<file path="config.mk">
export PLATFORM = sky130hd
export DESIGN_NAME = median_window_fast_outlier_detector_unit
export DESIGN_NICKNAME = d
export VERILOG_FILES = /design/src/design/mwfo_pkg.sv /design/src/design/mwfo_sort_cell.sv /design/src/design/mwfo_div100.sv /design/src/design/median_window_fast_outlier_detector_unit.sv
export SDC_FILE = /design/constraint.sdc
export NUM_CORES = 2
export LEC_CHECK = 0
export BUFFER_PORTS_ARGS = -buffer_cell sky130_fd_sc_hd__clkbuf_2
export CAP_MARGIN = 30
export CORE_ASPECT_RATIO = 1.2
export CORE_MARGIN = 2
export CORE_UTILIZATION = 58
export CTS_BUF_LIST = sky130_fd_sc_hd__clkbuf_8
export CTS_CLUSTER_SIZE = 25
export DETAILED_ROUTE_END_ITERATION = 12
export GPL_TIMING_DRIVEN = 0
export PLACE_DENSITY_LB_ADDON = 0.1
export SLEW_MARGIN = 0
export SYNTH_ARGS = -nofsm -noshare
export SYNTH_HDL_FRONTEND = slang
export SYNTH_HIERARCHICAL = 1
export SYNTH_SLANG_ARGS = --single-unit
export TNS_END_PERCENT = 1
</file>
<file path="constraint.sdc">
create_clock -name clk -period 66.6 [get_ports clk]
set_input_delay 19.98 -clock clk [delete_from_list [all_inputs] [get_ports clk]]
set_output_delay 19.98 -clock clk [all_outputs]
set_load 0.01 [all_outputs]
</file>
<file path="src/design/mwfo_pkg.sv">
// Shared types and constants for the median window fast outlier detector.
// No dependencies.
`default_nettype none
package mwfo_pkg;
  localparam int LAP_W     = 32;
  localparam int PCT_W     = 7;
  localparam int DEPTH_W   = 7;
  localparam int PROD_W    = LAP_W + PCT_W;
  localparam int CFG_AW    = 2;
  localparam int OUT_W     = 40;
  localparam int MIN_JUDGE = 4;
  localparam logic [PCT_W-1:0] PCT_SCALE = 7'd100;

  // register indexes
  localparam logic [CFG_AW-1:0] REG_WINDOW_DEPTH = 2'd0;
  localparam logic [CFG_AW-1:0] REG_FAST_MARGIN  = 2'd1;
  localparam logic [CFG_AW-1:0] REG_FAST_RATIO   = 2'd2;

  // control shared by all sorter cells
  typedef struct packed {
    logic clr;
    logic shift;
  } sort_ctrl_t;
endpackage
`default_nettype wire

</file>
<file path="src/design/mwfo_sort_cell.sv">
// One cell of the systolic insertion sorter: keeps the smaller value, passes
// the larger to its neighbor; in shift mode moves toward cell 0. Uses mwfo_pkg.
`default_nettype none
module mwfo_sort_cell
  import mwfo_pkg::*;
(
  input  wire logic             clk,
  input  wire logic             rst_n,
  input  wire sort_ctrl_t       ctrl,
  input  wire logic             din_v,
  input  wire logic [LAP_W-1:0] din,
  input  wire logic             nbr_vld,
  input  wire logic [LAP_W-1:0] nbr_val,
  output logic                  vld_r,
  output logic [LAP_W-1:0]      val_r,
  output logic                  dout_v_r,
  output logic [LAP_W-1:0]      dout_r
);
  // control bits
  always_ff @(posedge clk) begin
    if (!rst_n || ctrl.clr) begin
      vld_r    <= 1'b0;
      dout_v_r <= 1'b0;
    end else if (ctrl.shift) begin
      vld_r    <= nbr_vld;
      dout_v_r <= 1'b0;
    end else begin
      dout_v_r <= din_v && vld_r;
      if (din_v) vld_r <= 1'b1;
    end
  end

  // data
  always_ff @(posedge clk) begin
    if (ctrl.shift) begin
      val_r <= nbr_val;
    end else if (din_v) begin
      if (!vld_r) begin
        val_r <= din;
      end else if (din < val_r) begin
        val_r  <= din;
        dout_r <= val_r;
      end else begin
        dout_r <= din;
      end
    end
  end
endmodule
`default_nettype wire

</file>
<file path="src/design/mwfo_div100.sv">
// Divider by one hundred: reciprocal multiplication, ten dividend bits per
// cycle, most significant chunk first. Uses mwfo_pkg.
`default_nettype none
module mwfo_div100
  import mwfo_pkg::*;
(
  input  wire logic              clk,
  input  wire logic              rst_n,
  input  wire logic              start,
  input  wire logic [PROD_W-1:0] dividend,
  output logic                   done_r,
  output logic [PROD_W-1:0]      quot_r
);
  // floor(x / 100) = (x * RECIP) >> RECIP_SH, exact for x below 2**39
  localparam int CHUNK_W  = 10;
  localparam int NCHUNK   = 4;
  localparam int X_W      = CHUNK_W * NCHUNK;
  localparam int RECIP_W  = 40;
  localparam int RECIP_SH = 46;
  localparam int PART_W   = CHUNK_W + RECIP_W;
  localparam int ACC_W    = X_W + RECIP_W;
  localparam logic [RECIP_W-1:0] RECIP = 40'd703687441777;

  logic [1:0]        step_r;
  logic              busy_r;
  logic [X_W-1:0]    x_r;
  logic [ACC_W-1:0]  acc_r;
  logic [PART_W-1:0] part;
  logic [ACC_W-1:0]  acc_nxt;

  // top chunk times the reciprocal, added to the shifted running sum
  assign part    = PART_W'(x_r[X_W-1 -: CHUNK_W]) * PART_W'(RECIP);
  assign acc_nxt = (acc_r << CHUNK_W) + ACC_W'(part);

  always_ff @(posedge clk) begin
    if (!rst_n) begin
      busy_r <= 1'b0;
      done_r <= 1'b0;
      step_r <= '0;
    end else begin
      done_r <= 1'b0;
      if (start) begin
        busy_r <= 1'b1;
        step_r <= '0;
      end else if (busy_r) begin
        step_r <= step_r + 1'b1;
        if (step_r == 2'(NCHUNK - 1)) begin
          busy_r <= 1'b0;
          done_r <= 1'b1;
        end
      end
    end
  end

  // dividend chunks out, product in
  always_ff @(posedge clk) begin
    if (start) begin
      x_r   <= X_W'(dividend);
      acc_r <= '0;
    end else if (busy_r) begin
      x_r   <= x_r << CHUNK_W;
      acc_r <= acc_nxt;
      if (step_r == 2'(NCHUNK - 1)) quot_r <= PROD_W'(acc_nxt[ACC_W-1:RECIP_SH]);
    end
  end
endmodule
`default_nettype wire

</file>
<file path="src/design/median_window_fast_outlier_detector_unit.sv">
// Steps per item: gather scan, sorter settle, sorted drain and a four-step divide by 100;
// sort and divide are skipped when fewer than four laps qualify. One item at a time; the
// next is taken in the cycle after the result is registered.
// A result waiting in the full output register holds the block in its final state.
// Synchronous active-low reset clears fill count, FSM and output valid, presets config.
`default_nettype none
module median_window_fast_outlier_detector_unit
  import mwfo_pkg::*;
#(
  parameter int RING_CAPACITY = 16
) (
  input  wire logic              clk,
  input  wire logic              rst_n,
  input  wire logic              in_tvalid,
  output logic                   in_tready,
  input  wire logic [LAP_W-1:0]  in_tdata,   // [31:0] lap_time_ms
  output logic                   out_tvalid,
  input  wire logic              out_tready,
  output logic [OUT_W-1:0]       out_tdata,  // [0] is_outlier, [1] judged,
                                             // [33:2] window_median_ms, rest 0
  input  wire logic              cfg_we,
  input  wire logic [CFG_AW-1:0] cfg_addr,
  input  wire logic [LAP_W-1:0]  cfg_wdata
);
  localparam int AW = $clog2(RING_CAPACITY);
  localparam int CW = $clog2(RING_CAPACITY + 1);

  typedef enum logic [6:0] {
    ST_IDLE   = 7'b0000001,
    ST_GATHER = 7'b0000010,
    ST_SETTLE = 7'b0000100,
    ST_SHIFT  = 7'b0001000,
    ST_MED    = 7'b0010000,
    ST_DIV    = 7'b0100000,
    ST_DONE   = 7'b1000000
  } state_t;

  state_t state_r;

  logic [DEPTH_W-1:0] window_depth_r;
  logic [LAP_W-1:0]   fast_margin_r;
  logic [PCT_W-1:0]   fast_ratio_r;

  logic [LAP_W-1:0] store_r [RING_CAPACITY];
  logic [CW-1:0]    fill_r;
  logic [LAP_W-1:0] lap_r;
  logic [CW-1:0]    idx_r;
  logic [CW-1:0]    cnt_r;
  logic [CW-1:0]    k_r;
  logic [LAP_W-1:0] lo_r, hi_r, med_r;
  logic             judged_r;

  logic             out_valid_r;
  logic [OUT_W-1:0] out_data_r;

  // configuration writes
  always_ff @(posedge clk) begin
    if (!rst_n) begin
      window_depth_r <= DEPTH_W'(8);
      fast_margin_r  <= LAP_W'(1000);
      fast_ratio_r   <= PCT_W'(50);
    end else if (cfg_we) begin
      unique case (cfg_addr)
        REG_WINDOW_DEPTH: window_depth_r <= cfg_wdata[DEPTH_W-1:0];
        REG_FAST_MARGIN:  fast_margin_r  <= cfg_wdata;
        REG_FAST_RATIO:   fast_ratio_r   <= cfg_wdata[PCT_W-1:0];
        default: ;
      endcase
    end
  end

  // effective depth and ratio
  logic [CW-1:0]    depth_eff;
  logic [PCT_W-1:0] pct_eff;
  assign depth_eff = (window_depth_r > DEPTH_W'(RING_CAPACITY)) ? CW'(RING_CAPACITY)
                                                              : CW'(window_depth_r);
  assign pct_eff = (fast_ratio_r > PCT_SCALE) ? PCT_SCALE : fast_ratio_r;

  // gather step
  logic             gather_go;
  logic [LAP_W-1:0] gather_val;
  logic             push_v;
  assign gather_go  = (state_r == ST_GATHER) && (idx_r < fill_r) && (cnt_r < depth_eff);
  assign gather_val = store_r[idx_r[AW-1:0]];
  assign push_v     = gather_go && (gather_val != '0);

  // sorter chain
  sort_ctrl_t       sctrl;
  logic             s_vld  [RING_CAPACITY];
  logic [LAP_W-1:0] s_val  [RING_CAPACITY];
  logic             s_dv   [RING_CAPACITY];
  logic [LAP_W-1:0] s_d    [RING_CAPACITY];

  assign sctrl.clr   = (state_r == ST_IDLE);
  assign sctrl.shift = (state_r == ST_SHIFT);

  for (genvar g = 0; g < RING_CAPACITY; g++) begin : g_cell
    logic             c_dv, c_nv;
    logic [LAP_W-1:0] c_d, c_nval;
    if (g == 0) begin : g_head
      assign c_dv = push_v;
      assign c_d  = gather_val;
    end else begin : g_body
      assign c_dv = s_dv[g-1];
      assign c_d  = s_d[g-1];
    end
    if (g == RING_CAPACITY - 1) begin : g_tail
      assign c_nv   = 1'b0;
      assign c_nval = '0;
    end else begin : g_mid
      assign c_nv   = s_vld[g+1];
      assign c_nval = s_val[g+1];
    end
    mwfo_sort_cell u_cell (
      .clk(clk), .rst_n(rst_n), .ctrl(sctrl),
      .din_v(c_dv), .din(c_d), .nbr_vld(c_nv), .nbr_val(c_nval),
      .vld_r(s_vld[g]), .val_r(s_val[g]), .dout_v_r(s_dv[g]), .dout_r(s_d[g])
    );
  end

  // median: the middle value for an odd count, else the floor of the two middle values' mean
  logic [LAP_W:0]   mid_sum;
  logic [LAP_W-1:0] med_calc;
  assign mid_sum  = {1'b0, lo_r} + {1'b0, hi_r};
  assign med_calc = cnt_r[0] ? hi_r : mid_sum[LAP_W:1];

  // ratio floor divider, started with the median as it is formed
  logic              div_done;
  logic [PROD_W-1:0] div_quot;
  logic [PROD_W-1:0] product;
  assign product = PROD_W'(med_calc) * PROD_W'(pct_eff);

  mwfo_div100 u_div (
    .clk(clk), .rst_n(rst_n), .start(state_r == ST_MED && judged_r),
    .dividend(product), .done_r(div_done), .quot_r(div_quot)
  );

  // floor
  logic [CW-1:0]    half;
  logic [LAP_W-1:0] abs_floor, fast_floor;
  logic             outlier;
  assign half       = cnt_r >> 1;
  assign abs_floor  = (med_r > fast_margin_r) ? (med_r - fast_margin_r) : '0;
  assign fast_floor = (abs_floor > div_quot[LAP_W-1:0]) ? abs_floor : div_quot[LAP_W-1:0];
  assign outlier    = judged_r && (lap_r < fast_floor);

  logic out_free;
  assign out_free = !out_valid_r || out_tready;

  // sequencer
  always_ff @(posedge clk) begin
    if (!rst_n) begin
      state_r <= ST_IDLE;
      fill_r  <= '0;
    end else begin
      unique case (state_r)
        ST_IDLE: if (in_tvalid) begin
          lap_r    <= in_tdata;
          idx_r    <= '0;
          cnt_r    <= '0;
          judged_r <= 1'b0;
          med_r    <= '0;
          state_r  <= ST_GATHER;
        end
        ST_GATHER: begin
          if (gather_go) begin
            idx_r <= idx_r + 1'b1;
            if (push_v) cnt_r <= cnt_r + 1'b1;
          end else if (cnt_r >= CW'(MIN_JUDGE)) begin
            judged_r <= 1'b1;
            k_r      <= '0;
            state_r  <= ST_SETTLE;
          end else begin
            state_r <= ST_DONE;
          end
        end
        ST_SETTLE: begin
          k_r <= k_r + 1'b1;
          if (k_r == CW'(RING_CAPACITY - 1)) begin
            k_r     <= '0;
            state_r <= ST_SHIFT;
          end
        end
        ST_SHIFT: begin
          k_r <= k_r + 1'b1;
          if (k_r == half - 1'b1) lo_r <= s_val[0];
          if (k_r == half) begin
            hi_r    <= s_val[0];
            state_r <= ST_MED;
          end
        end
        ST_MED: begin
          med_r   <= med_calc;
          state_r <= ST_DIV;
        end
        ST_DIV: if (div_done) state_r <= ST_DONE;
        ST_DONE: if (out_free) begin
          if (fill_r < CW'(RING_CAPACITY)) fill_r <= fill_r + 1'b1;
          state_r <= ST_IDLE;
        end
        default: state_r <= ST_IDLE;
      endcase
    end
  end

  // lap store: shift line, newest in entry 0
  always_ff @(posedge clk) begin
    if (state_r == ST_DONE && out_free) begin
      store_r[0] <= lap_r;
      for (int i = 1; i < RING_CAPACITY; i++) store_r[i] <= store_r[i-1];
    end
  end

  // output register
  always_ff @(posedge clk) begin
    if (!rst_n) begin
      out_valid_r <= 1'b0;
    end else if (state_r == ST_DONE && out_free) begin
      out_valid_r <= 1'b1;
    end else if (out_tready) begin
      out_valid_r <= 1'b0;
    end
  end

  always_ff @(posedge clk) begin
    if (state_r == ST_DONE && out_free) begin
      out_data_r <= {6'b0, med_r, judged_r, outlier};
    end
  end

  assign in_tready  = (state_r == ST_IDLE);
  assign out_tvalid = out_valid_r;
  assign out_tdata  = out_data_r;
endmodule
`default_nettype wire

</file>
==> impl_metrics.env <==
export IMPL_status="finished clean"
export IMPL_nFillCells=15100
export IMPL_initialDrtViolationCount=7834
export IMPL_cts_resized=0
export IMPL_fmax_mhz=43.2
export IMPL_synth_warnings=6
export IMPL_worstMarginPinSlew_ns=1.11
export IMPL_timing_rr_end="u_div/x_r[36]"
export IMPL_syn2layout_area_growth_pct=10.2
export IMPL_crit_arrival_ns=3.15
export IMPL_std_cell_rows=178
export IMPL_die_y_um=491
export IMPL_initial_core_util_pct=58.4
export IMPL_htreeDepth=5
export IMPL_holdPathEnd="store_r[3][10]"
export IMPL_design_die_area_mm2=0.201
export IMPL_slowest_delay_ns=0.54
export IMPL_grt_max_degree=43
export IMPL_firstDrtPassIters=8
export IMPL_power_density_mw_per_mm2=20.6
export IMPL_leakagePower_nw=49.5
export IMPL_setup_violations_final=0
export IMPL_rr_worst_depth=28
export IMPL_via_per_inst=6.25
export IMPL_port_buffer_count=106
export IMPL_postPlaceCellArea_mm2=0.120
export IMPL_maxCapViolCount=0
export IMPL_coreArea_mm2=0.196
export IMPL_r2r_start="hi_r[0]"
export IMPL_crit_chain="or3_1, nor3_1, nand3b_1, inv_2, clkbuf_2"
export IMPL_cts_setup_buffers=0
export IMPL_synthCells=9403
export IMPL_ir_worst_vdd_v=0.0000209
export IMPL_antenna_found_initial=9
export IMPL_hp_class="reg2reg"
export IMPL_seq_area_mm2=0.0560
export IMPL_numCtsBuffers=328
export IMPL_slew_violations=0
export IMPL_r2r_slack_ns=58.03
export IMPL_synth_area_per_cell_um2=12.2
export IMPL_finalHoldViolCount=0
export IMPL_cts_sinks=1920
export IMPL_multi_input_area_mm2=0.0528
export IMPL_grt_pass1_wl_um=484000
export IMPL_hold_depth=0
export IMPL_drc=0
export IMPL_worstPathMaxFanout=20
export IMPL_nNetsFinal=11100
export IMPL_postRouteAntennaNets=0
export IMPL_fin_tns_setup_ns=0
export IMPL_rsz0062_at_grt="no"
export IMPL_syn_area_mm2=0.114
export IMPL_fin_skew_ns=0.125
export IMPL_cts_tree="done"
export IMPL_io_pins=113
export IMPL_dp_hpwl_um=244000
export IMPL_hp_start="store_r[2][10]"
export IMPL_fin_crit_ns=23.13
export IMPL_max_slew_margin_pct=25.2
export IMPL_grt_pass1_vias=81000
export IMPL_cts_buffer_depth=4
export IMPL_wire_per_inst_um=25.0
export IMPL_startpoint_type="flip-flop"
export IMPL_fin_util_pct=64.3
export IMPL_fp_dieW_um=410
export IMPL_fin_area_mm2=0.126
export IMPL_root_buffer="clkbuf_8"
export IMPL_place_gp_congestion=0.964
export IMPL_wirelength_um=320000
export IMPL_cp_required_ns=46.62
export IMPL_critPathSlowestCell="inv_2"
export IMPL_clk_latency_ns=1.09
export IMPL_fin_crit_sh_pct=34.7
export IMPL_end_kind="output pin"
export IMPL_overflow=0
export IMPL_drive_gt1_share_pct=18.1
export IMPL_clk_pin_slew_worst_paths_ns=0.06
export IMPL_cts_hold_buf=0
export IMPL_crit_type="reg2out"
export IMPL_grt_use_total_pct=31.4
export IMPL_vias=80100
## power by group
| group | leakage (nW) | internal [mW] | switching [mW] |
|---|---|---|---|
| registers | 17.1 | 1.30 | 0.00563 |
| clock network | 3.49 | 0.542 | 0.492 |
| logic | 28.9 | 0.107 | 0.152 |
| total | 49.5 | 1.95 | 0.649 |
## metrics by stage
step	setup slack (ns)	hold slack, ns	instances	power (mW)
floorplan	22.34	0.421	9441	1.52
global placement	15.12	0.424	12200	1.59
detailed placement	43.50	0.430	12200	1.59
CTS	43.39	0.421	12800	2.63
global route	43.34	0.429	12800	2.70
finish	43.47	0.423	12800	2.60
## how the worst max path moves through the flow
stage | startpoint | to | slack [ns] | cells after the start
finish | state_r[2] | in_tready | 43.47 | 5
global route | state_r[2] | in_tready | 43.34 | 5
CTS | state_r[2] | in_tready | 43.39 | 5
detailed placement | out_tready | store_r[15][17] | 43.50 | 12
global placement | out_tready | fill_r[4] | 15.12 | 5
floorplan | out_tready | out_tdata[0] | 22.34 | 2
## area by class of cell
type / count / area share (%)
buffer: 460 / 1.82
clock buffer: 353 / 3.85
timing repair buffer: 188 / 1.49
sequential: 1920 / 44.4
multi-input combinational: 6044 / 41.8
antenna: 2 / 0.00397
tap: 2610 / 2.59
inverter: 1017 / 3.03
clock inverter: 222 / 1.04
## layout by cell type (no fill, tap or decap), drive strengths merged, types with 84 or more instances in the layout
cell,count
nor2,407
dfxtp,167
nor3,84
fa,267
inv,1114
xnor2,108
mux4,160
mux2,740
clkbuf,684
o211ai,616
o21ai,490
a21oi,488
edfxtp,1753
buf,317
nand3,386
nand2,428
a21o,107
ha,822
nand4,128
clkinv,99
## state kept, by name, summed over array words and instances, names as in the netlist, 15 cells and up, named ones only
name / count
g_cell.u_cell/val_r: 512
store_r: 512
g_cell.u_cell/dout_r: 480
u_div/acc_r: 68
u_div/x_r: 40
out_tdata: 34
fast_margin_r: 32
hi_r: 32
lap_r: 32
lo_r: 32
med_r: 32
u_div/quot_r: 32
g_cell.u_cell/vld_r: 16
g_cell.u_cell/dout_v_r: 15
## critical path: cells and delay by family (launching register included)
kind / cells / cell delay, ns
and+or+nand+nor: 3 / 0.84
buffers and inverters: 2 / 0.79
DFF: 1 / 0.35
## metal layers
metal | share of wire, % | GRT usage [%] | vias to the layer above | wire length (µm)
met4 | 6.5 | 18.5 | 4 | 20900
met5 | 0.0087 | 0 | - | 28
li1 | - | - | 36200 | -
met3 | 5.7 | 4.55 | 924 | 18200
met1 | 37 | 37.0 | 39700 | 120000
met2 | 50 | 54.6 | 3354 | 162000
Power figures use the tool's default switching activity.
